<file path="src/sv/ldr_pkg.sv">
package ldr_pkg;

	// Result kinds as seen on the kind port
	typedef enum logic [1:0] {
		KIND_READ        = 2'd0,
		KIND_DONE        = 2'd1,
		KIND_UNSUPPORTED = 2'd2,
		KIND_SEQUENCE    = 2'd3
	} kind_t;

	// Opcodes handled by the unit
	localparam logic [7:0] OP_LDA_IMM = 8'hA9;
	localparam logic [7:0] OP_LDX_IMM = 8'hA2;
	localparam logic [7:0] OP_LDY_IMM = 8'hA0;
	localparam logic [7:0] OP_LDA_ZP  = 8'hA5;
	localparam logic [7:0] OP_LDX_ZP  = 8'hA6;
	localparam logic [7:0] OP_LDY_ZP  = 8'hA4;
	localparam logic [7:0] OP_LDA_ZPX = 8'hB5;
	localparam logic [7:0] OP_LDY_ZPX = 8'hB4;
	localparam logic [7:0] OP_LDX_ZPY = 8'hB6;
	localparam logic [7:0] OP_LDA_ABS = 8'hAD;
	localparam logic [7:0] OP_LDX_ABS = 8'hAE;
	localparam logic [7:0] OP_LDY_ABS = 8'hAC;
	localparam logic [7:0] OP_LDA_ABX = 8'hBD;
	localparam logic [7:0] OP_LDY_ABX = 8'hBC;
	localparam logic [7:0] OP_LDA_ABY = 8'hB9;
	localparam logic [7:0] OP_LDX_ABY = 8'hBE;
	localparam logic [7:0] OP_LDA_INX = 8'hA1;
	localparam logic [7:0] OP_LDA_INY = 8'hB1;

	localparam logic [15:0] LEN_SHORT = 16'd2;
	localparam logic [15:0] LEN_LONG  = 16'd3;

	typedef enum logic [3:0] {
		MODE_NONE,
		MODE_IMM,
		MODE_ZP,
		MODE_ZPX,
		MODE_ZPY,
		MODE_ABS,
		MODE_ABX,
		MODE_ABY,
		MODE_INX,
		MODE_INY
	} mode_t;

	typedef enum logic [1:0] {
		DEST_A,
		DEST_X,
		DEST_Y
	} dest_t;

	// One result transaction
	typedef struct packed {
		kind_t       kind;
		logic [15:0] read_address;
		logic [7:0]  accumulator;
		logic [7:0]  x_index;
		logic [7:0]  y_index;
		logic [15:0] program_counter;
		logic        negative_flag;
		logic        zero_flag;
	} result_t;

	function automatic mode_t mode_of(input logic [7:0] op);
		mode_t m;
		case (op)
			OP_LDA_IMM, OP_LDX_IMM, OP_LDY_IMM: m = MODE_IMM;
			OP_LDA_ZP, OP_LDX_ZP, OP_LDY_ZP:    m = MODE_ZP;
			OP_LDA_ZPX, OP_LDY_ZPX:             m = MODE_ZPX;
			OP_LDX_ZPY:                         m = MODE_ZPY;
			OP_LDA_ABS, OP_LDX_ABS, OP_LDY_ABS: m = MODE_ABS;
			OP_LDA_ABX, OP_LDY_ABX:             m = MODE_ABX;
			OP_LDA_ABY, OP_LDX_ABY:             m = MODE_ABY;
			OP_LDA_INX:                         m = MODE_INX;
			OP_LDA_INY:                         m = MODE_INY;
			default:                            m = MODE_NONE;
		endcase
		return m;
	endfunction

	function automatic dest_t dest_of(input logic [7:0] op);
		dest_t d;
		case (op)
			OP_LDX_IMM, OP_LDX_ZP, OP_LDX_ZPY, OP_LDX_ABS, OP_LDX_ABY: d = DEST_X;
			OP_LDY_IMM, OP_LDY_ZP, OP_LDY_ZPX, OP_LDY_ABS, OP_LDY_ABX: d = DEST_Y;
			default:                                                   d = DEST_A;
		endcase
		return d;
	endfunction

	function automatic logic [15:0] length_of(input mode_t m);
		return (m == MODE_ABS || m == MODE_ABX || m == MODE_ABY) ? LEN_LONG : LEN_SHORT;
	endfunction

endpackage

</file>
<file path="src/sv/ldr_core.sv">
module ldr_core import ldr_pkg::*; (
	input  logic        clk,
	input  logic        arst_n,
	input  logic        accept,
	input  logic        func,
	input  logic [7:0]  opcode,
	input  logic [7:0]  operand_low,
	input  logic [7:0]  operand_high,
	input  logic [7:0]  read_data,
	output result_t     result
);

	typedef enum logic [1:0] {
		PH_IDLE,
		PH_OPERAND,
		PH_PTR_LO,
		PH_PTR_HI
	} phase_t;

	phase_t      phase_q, phase_n;
	logic [7:0]  a_q, a_n;
	logic [7:0]  x_q, x_n;
	logic [7:0]  y_q, y_n;
	logic [15:0] pc_q, pc_n;
	logic        n_q, n_n;
	logic        z_q, z_n;
	logic [7:0]  opc_q, opc_n;
	logic [7:0]  ptr_q, ptr_n;
	logic [7:0]  low_q, low_n;

	kind_t       kind;
	logic [15:0] addr;
	mode_t       mode;
	logic        load;
	logic [7:0]  load_op;
	logic [7:0]  load_val;
	logic [7:0]  ptr_sel;
	logic [15:0] iy_add;

	// Next state and result for the transaction at the port
	always_comb begin
		phase_n  = phase_q;
		opc_n    = opc_q;
		ptr_n    = ptr_q;
		low_n    = low_q;
		kind     = KIND_READ;
		addr     = '0;
		load     = 1'b0;
		load_op  = opc_q;
		load_val = read_data;
		mode     = mode_of(opcode);
		ptr_sel  = (mode == MODE_INX) ? operand_low + x_q : operand_low;
		iy_add   = (mode_of(opc_q) == MODE_INY) ? {8'h00, y_q} : 16'h0000;
		if (!func) begin
			if (phase_q != PH_IDLE) begin
				kind = KIND_SEQUENCE;
			end else if (mode == MODE_NONE) begin
				kind = KIND_UNSUPPORTED;
			end else begin
				opc_n   = opcode;
				phase_n = PH_OPERAND;
				case (mode)
					MODE_IMM: begin
						kind     = KIND_DONE;
						load     = 1'b1;
						load_op  = opcode;
						load_val = operand_low;
						phase_n  = PH_IDLE;
					end
					MODE_ZP:  addr = {8'h00, operand_low};
					MODE_ZPX: addr = {8'h00, operand_low + x_q};
					MODE_ZPY: addr = {8'h00, operand_low + y_q};
					MODE_ABS: addr = {operand_high, operand_low};
					MODE_ABX: addr = {operand_high, operand_low} + {8'h00, x_q};
					MODE_ABY: addr = {operand_high, operand_low} + {8'h00, y_q};
					default: begin
						ptr_n   = ptr_sel;
						phase_n = PH_PTR_LO;
						addr    = {8'h00, ptr_sel};
					end
				endcase
			end
		end else begin
			case (phase_q)
				PH_PTR_LO: begin
					low_n   = read_data;
					phase_n = PH_PTR_HI;
					addr    = {8'h00, ptr_q + 8'd1};
				end
				PH_PTR_HI: begin
					phase_n = PH_OPERAND;
					addr    = {read_data, low_q} + iy_add;
				end
				PH_OPERAND: begin
					kind    = KIND_DONE;
					load    = 1'b1;
					phase_n = PH_IDLE;
				end
				default: kind = KIND_SEQUENCE;
			endcase
		end
	end

	// Register writeback on completion
	always_comb begin
		a_n  = a_q;
		x_n  = x_q;
		y_n  = y_q;
		pc_n = pc_q;
		n_n  = n_q;
		z_n  = z_q;
		if (load) begin
			case (dest_of(load_op))
				DEST_X:  x_n = load_val;
				DEST_Y:  y_n = load_val;
				default: a_n = load_val;
			endcase
			n_n  = load_val[7];
			z_n  = (load_val == 8'h00);
			pc_n = pc_q + length_of(mode_of(load_op));
		end
	end

	assign result.kind            = kind;
	assign result.read_address    = addr;
	assign result.accumulator     = a_n;
	assign result.x_index         = x_n;
	assign result.y_index         = y_n;
	assign result.program_counter = pc_n;
	assign result.negative_flag   = n_n;
	assign result.zero_flag       = z_n;

	// Architectural and sequencing state
	always_ff @(posedge clk or negedge arst_n) begin
		if (!arst_n) begin
			phase_q <= PH_IDLE;
			a_q     <= '0;
			x_q     <= '0;
			y_q     <= '0;
			pc_q    <= '0;
			n_q     <= 1'b0;
			z_q     <= 1'b0;
			opc_q   <= '0;
			ptr_q   <= '0;
			low_q   <= '0;
		end else if (accept) begin
			phase_q <= phase_n;
			a_q     <= a_n;
			x_q     <= x_n;
			y_q     <= y_n;
			pc_q    <= pc_n;
			n_q     <= n_n;
			z_q     <= z_n;
			opc_q   <= opc_n;
			ptr_q   <= ptr_n;
			low_q   <= low_n;
		end
	end

endmodule

</file>
<file path="src/sv/load_register_instruction_unit.sv">
// Load unit for 6502 LDA, LDX and LDY in all addressing modes.
// Input channel (item_valid / item_stall): func = 0 carries a new instruction
// (opcode, operand_low, operand_high); func = 1 carries the byte that memory
// returned for the last read request (read_data).
// Result channel (result_valid / result_stall): exactly one result per input
// transaction. kind 0 asks for a read at read_address, kind 1 reports a
// finished load, kind 2 an unsupported opcode, kind 3 an item out of
// sequence. A, X, Y, PC, N and Z are always the values after the step.
// The result is registered; while the result register is stalled, a transaction waits in the skid buffer first.
// Throughput: one transaction per cycle while item_stall is low; decode, the 16-bit adds and the
// register update are combinational between state and result register.
// A one-entry skid buffer sits behind the result register: a transaction
// accepted while the receiver stalls a full result register lands there, and
// item_stall is high for as long as that entry is occupied;
// a stalled result holds its payload.
// Reset (arst_n low) clears A, X, Y, PC, flags and sequencing, and empties
// the result and skid registers.
module load_register_instruction_unit import ldr_pkg::*; (
	input  logic        clk,
	input  logic        arst_n,
	input  logic        item_valid,
	output logic        item_stall,
	input  logic        func,
	input  logic [7:0]  opcode,
	input  logic [7:0]  operand_low,
	input  logic [7:0]  operand_high,
	input  logic [7:0]  read_data,
	output logic        result_valid,
	input  logic        result_stall,
	output logic [1:0]  kind,
	output logic [15:0] read_address,
	output logic [7:0]  accumulator,
	output logic [7:0]  x_index,
	output logic [7:0]  y_index,
	output logic [15:0] program_counter,
	output logic        negative_flag,
	output logic        zero_flag
);

	logic    accept;
	logic    out_free;
	result_t res;
	result_t out_q;
	result_t skid_q;
	logic    out_valid_q;
	logic    skid_valid_q;

	assign item_stall = skid_valid_q;
	assign accept     = item_valid && !skid_valid_q;
	assign out_free   = !out_valid_q || !result_stall;

	ldr_core u_core (
		.clk          (clk),
		.arst_n       (arst_n),
		.accept       (accept),
		.func         (func),
		.opcode       (opcode),
		.operand_low  (operand_low),
		.operand_high (operand_high),
		.read_data    (read_data),
		.result       (res)
	);

	// Valid bits of result register and skid entry
	always_ff @(posedge clk or negedge arst_n) begin
		if (!arst_n) begin
			out_valid_q  <= 1'b0;
			skid_valid_q <= 1'b0;
		end else if (out_free) begin
			out_valid_q  <= skid_valid_q || accept;
			skid_valid_q <= 1'b0;
		end else if (accept) begin
			skid_valid_q <= 1'b1;
		end
	end

	// Payload: skid drains first, otherwise new result goes straight out
	always_ff @(posedge clk) begin
		if (out_free) begin
			out_q <= skid_valid_q ? skid_q : res;
		end else if (accept) begin
			skid_q <= res;
		end
	end

	assign result_valid    = out_valid_q;
	assign kind            = out_q.kind;
	assign read_address    = out_q.read_address;
	assign accumulator     = out_q.accumulator;
	assign x_index         = out_q.x_index;
	assign y_index         = out_q.y_index;
	assign program_counter = out_q.program_counter;
	assign negative_flag   = out_q.negative_flag;
	assign zero_flag       = out_q.zero_flag;

endmodule

</file>
<file path="config.mk">
export PLATFORM = sky130hd
export DESIGN_NAME = load_register_instruction_unit
export DESIGN_NICKNAME = d
export VERILOG_FILES = /design/src/sv/ldr_pkg.sv /design/src/sv/ldr_core.sv /design/src/sv/load_register_instruction_unit.sv
export SDC_FILE = /design/constraint.sdc
export NUM_CORES = 1
export LEC_CHECK = 0
export BUFFER_PORTS_ARGS = -buffer_cell sky130_fd_sc_hd__buf_4
export CORE_UTILIZATION = 50
export DETAILED_ROUTE_END_ITERATION = 7
export GPL_TIMING_DRIVEN = 0
export MAX_ROUTING_LAYER = met4
export PLACE_DENSITY = 0.73
export SYNTH_ARGS = -nofsm -noshare
export SYNTH_HDL_FRONTEND = slang
export SYNTH_HIERARCHICAL = 1
export SYNTH_SLANG_ARGS = --single-unit
</file>
<file path="constraint.sdc">
create_clock -name clk -period 4.7 [get_ports clk]
set_clock_uncertainty 0.15 [all_clocks]
set_input_delay 0.705 -clock clk [delete_from_list [all_inputs] [get_ports clk]]
set_output_delay 0.705 -clock clk [all_outputs]
set_load 0.02 [all_outputs]
</file>
==> results by group <==
Synthesis
  • Syn Inst Count: 928
  • Largest family of logic cells by synthesized area: multiplexers
  • Most used DFF post-synth: edfxtp_1
  • Leading area contributor after synthesis: edfxtp_1
  • Library cells used by synthesis: between 80 and 90
  • Top post-synthesis cells by area: edfxtp_1 33%, dfrtp_1 16%, mux2_4 7.7%
  • Synth Register Bits: 190
  • Adder-Cell Fraction of Synth Area: 4.720%
  • Post-synth EDFFs: 120
  • Complex-gate fraction of the synthesized area: 12.07%
  • Post-Syn Area: 0.01098 mm2
  • Top-area cell type share of the netlist area: about a third
  • Xor/xnor share of the synthesized area: between 5 and 6%
  • Sequential-to-total area share from yosys stat: about half
  • Simple-gate portion of the synthesized area: between 10% and 20%
  • Async S/R FF share, synth: a little under two fifths
  • Post-synthesis mux area share: 12.80%
  • YS warnings: 6
  • Syn nets: approximately 1,000
  • Mean area per synthesized cell: 11.83 um2

STA
  • Fin crit period: between 4000 and 5000 ps
  • Fin worst setup slack: around 280 ps
  • Unrepaired setup endpoints after global routing: no
  • Final Hold Viols: 0
  • Fmax: between 200 and 250 MHz
  • Slew of the pin with the lowest slew margin: 934.7 ps
  • Slew headroom: between 30% and 40%
  • Period utilisation layout: between 90 and 100%
  • Slew Viols, Final: 0
  • Final setup violation count: 0

Critical path
  • Nature of the critical path startpoint: input port
  • Worst r2r dst: read_address[12]$_DFFE_PP_
  • Worst Reg-to-Reg Cells: 13
  • Type of the worst setup path: input port to flop
  • R2R setup slack: ~680 ps
  • Worst EP arrival: about 4500 ps
  • Slowest cell on crit path: a221o_1
  • Worst stage delay on the critical path: ~460 ps
  • Critical Path RT: 4740 ps
  • Worst setup EP type: flop
  • CP Max Fanout: 8
  • R2r startpoint: u_core/opc_q[1]$_DFFE_PN0P_
  • Crit path cell chain: buf_4 > and3b_1 > and2_2 > clkbuf_1 > nand3_4 > mux2_2 > ha_1 > a211oi_1 > o211ai_1 > a221o_1 > nand3_1 > nor3_1 > a211oi_1 > o22ai_1 > mux2_2

Placed design
  • Routability cong.: about 0.98
  • HPWL Detailed: slightly below 20,000 um
  • Port bufs: 96
  • Pre-CTS WS: -389.4 ps

Pwr
  • Register share of total power: 46.5%
  • Total power: around 4.7 mW
  • Net switching power figure: 1.416 mW
  • Clock network fraction of design power: 30.1%
  • Sw Share: 30.34%
  • P_int: roughly 3.3 mW
  • Pwr/cell area: between 300 and 400 mW/mm2
  • P_leak: 5.274 nW
  • Combinational power share: a little under a quarter
  • IR drop worst, VDD: 0.0002445 V

Global route
  • Initial antenna violation count: 0
  • Total Routing Usage GR: 24.55%
  • GRT Residual Overflow: 0
  • First-pass GRT wire length: slightly above 40,000 um
  • Largest net degree at the start of global routing: 71
  • Vias in the first global route: between 7,000 and 8,000

Drt
  • Via density: about 5.8
  • Routed wire length: 25,520 um
  • Wire per inst: 19.15 um
  • Iter 0 DRT Violations: 569
  • Final ANT Viol Nets: 0
  • Pre-antenna DRT Iters: 5
  • Residual DRC: 0
  • Vias: around 7,700

Floorplan
  • Top-Level Pins: ~100
  • Chip height: about 150 um
  • Die Span X: 150.2 um
  • Cell row count: 53
  • Die ar.: ~0.023 mm2
  • Placeable core area: 0.02129 mm2
  • Initial Util: between 50% and 60%

Cells and area
  • Layout cells sized above 1: 26.65%
  • Area added between synthesis and finish: 15.57%
  • # nets final: between 1,000 and 1,500
  • Final Core Density: between 50% and 60%
  • # diodes: 0

Clock network
  • Clock transition at path regs: 70 ps
  • Clock Sinks: 190
  • CTS Buffer Depth: 2
  • Number of setup buffers added after CTS: 0
  • Skew-Pair Late Insertion Delay: roughly 440 ps
  • CTS tree: done
  • H-tree Lvls: 4
  • Cts bufs inserted: 17
  • CTS Root Buffer Type: clkbuf_16

Min path
  • Min-delay worst type: input port to async pin

Job
  • Max Cap Viol: 0

Run status
  • Status: finished, final reports clean
## power by group through the flow
stage | Sequential [mW] | Clock, mW | Combinational [mW]
floorplan | 2.28 | 0 | 0.632
global placement | 2.19 | 0 | 1.05
detailed placement | 2.20 | 0 | 1.08
CTS | 2.17 | 1.43 | 1.09
global route | 2.19 | 1.50 | 1.18
finish | 2.17 | 1.41 | 1.09
## routing by layer
layer  vias to the layer above  part of all wire (%)  GRT usage (%)
li1                       3678                     -              -
met4                         0                   1.2          6.162
met2                       246                    46          36.81
met5                         -                     0              -
met3                        21                   5.5          4.758
met1                      3724                    47          34.27
## cells by family after synthesis
| family | Yosys count |
|---|---|
| compound gates | 210 |
| fa+ha+maj | 39 |
| buf+inv | 58 |
| flops | 190 |
| xor+xnor | 63 |
| mux | 100 |
| simple gates | 268 |
## worst max-delay path: cells and delay by family
family / cells / cell delay, ps
AOI/OAI and AO/OA: 5 / 1500
and+or+nand+nor: 5 / 890
muxes: 2 / 680
adders and majority gates: 1 / 300
buffers and inverters: 2 / 390
## cell usage after synthesis, types with 18 or more instances
cell type / n
edfxtp_1: 120
nand2_1: 95
dfrtp_1: 70
o21ai_0: 66
mux2_4: 56
xnor2_1: 45
nor2_1: 41
a21oi_1: 35
ha_1: 35
mux2_2: 28
nand3_1: 27
and2_1: 18
inv_1: 18
## through the flow
| step | TNS [ps] | instances | hold WS (ps) | area [um2] |
|---|---|---|---|---|
| final | 0 | 1333 | 240.9 | 12680 |
| after global routing | 0 | 1333 | 306.4 | 12680 |
| after CTS | 0 | 1333 | 283.0 | 12670 |
| after detailed placement | -3095 | 1301 | 305.6 | 12080 |
| after global placement | -3272 | 1299 | 300.9 | 12040 |
| after floorplan | 0 | 928 | 259.4 | 10980 |
## state kept, by name (all words and copies together), names as in the netlist
| name | flops |
|---|---|
| skid_q | 60 |
| program_counter | 16 |
| read_address | 16 |
| u_core/pc_q | 16 |
| accumulator | 8 |
| u_core/a_q | 8 |
| u_core/low_q | 8 |
| u_core/opc_q | 8 |
| u_core/ptr_q | 8 |
| u_core/x_q | 8 |
| u_core/y_q | 8 |
| x_index | 8 |
| y_index | 8 |
| kind | 2 |
| u_core/phase_q | 2 |
| item_stall | 1 |
| negative_flag | 1 |
| result_valid | 1 |
| u_core/n_q | 1 |
| u_core/z_q | 1 |
| zero_flag | 1 |
## area by class of cell
cell class / count / area (um2)
fillers: 1758 / 8602
multi-input cells: 680 / 5221
well taps: 275 / 344.1
repair buffers: 98 / 760.7
clock buffers: 18 / 439.2
clock inverters: 14 / 148.9
inverters: 18 / 67.56
plain buffers: 40 / 347.8
flip-flops and latches: 190 / 5355
## placed cells by master, fill, tap and decap left out, types with 10 or more instances in the layout
cell type | synthesis | final
xnor2_1 | 45 | 45
buf_4 | 5 | 101
edfxtp_1 | 120 | 120
o21ai_0 | 66 | 66
nand4_1 | 11 | 11
nor2_1 | 41 | 41
nand3_1 | 27 | 26
o21ai_1 | 14 | 14
xor2_1 | 17 | 17
o22ai_1 | 16 | 16
a21oi_1 | 35 | 35
clkbuf_1 | 11 | 11
ha_1 | 35 | 35
clkbuf_16 | 0 | 17
nor3_1 | 10 | 10
a211oi_1 | 14 | 14
inv_1 | 18 | 18
nand2_1 | 95 | 94
mux2_4 | 56 | 56
dfrtp_1 | 70 | 70
mux2_2 | 28 | 28
and2_1 | 18 | 18
and3_1 | 17 | 17
## worst max path at each step
stage,from,endpoint,slack (ps),cells past startpoint
after CTS,opcode[6],read_address[14]$_DFFE_PP_,60,17
after global placement,opcode[6],read_address[14]$_DFFE_PP_,-410,17
after global routing,opcode[6],read_address[14]$_DFFE_PP_,20,17
after floorplan,opcode[6],read_address[12]$_DFFE_PP_,600,16
after detailed placement,opcode[6],read_address[15]$_DFFE_PP_,-390,15
final,opcode[6],read_address[15]$_DFFE_PP_,280,15
## repair_timing
action                     CTS  global route
resized for setup            0             2
setup endpoints to repair    0             7
hold buffers                 0             0
Note: power is estimated with default switching activity, not from simulation.
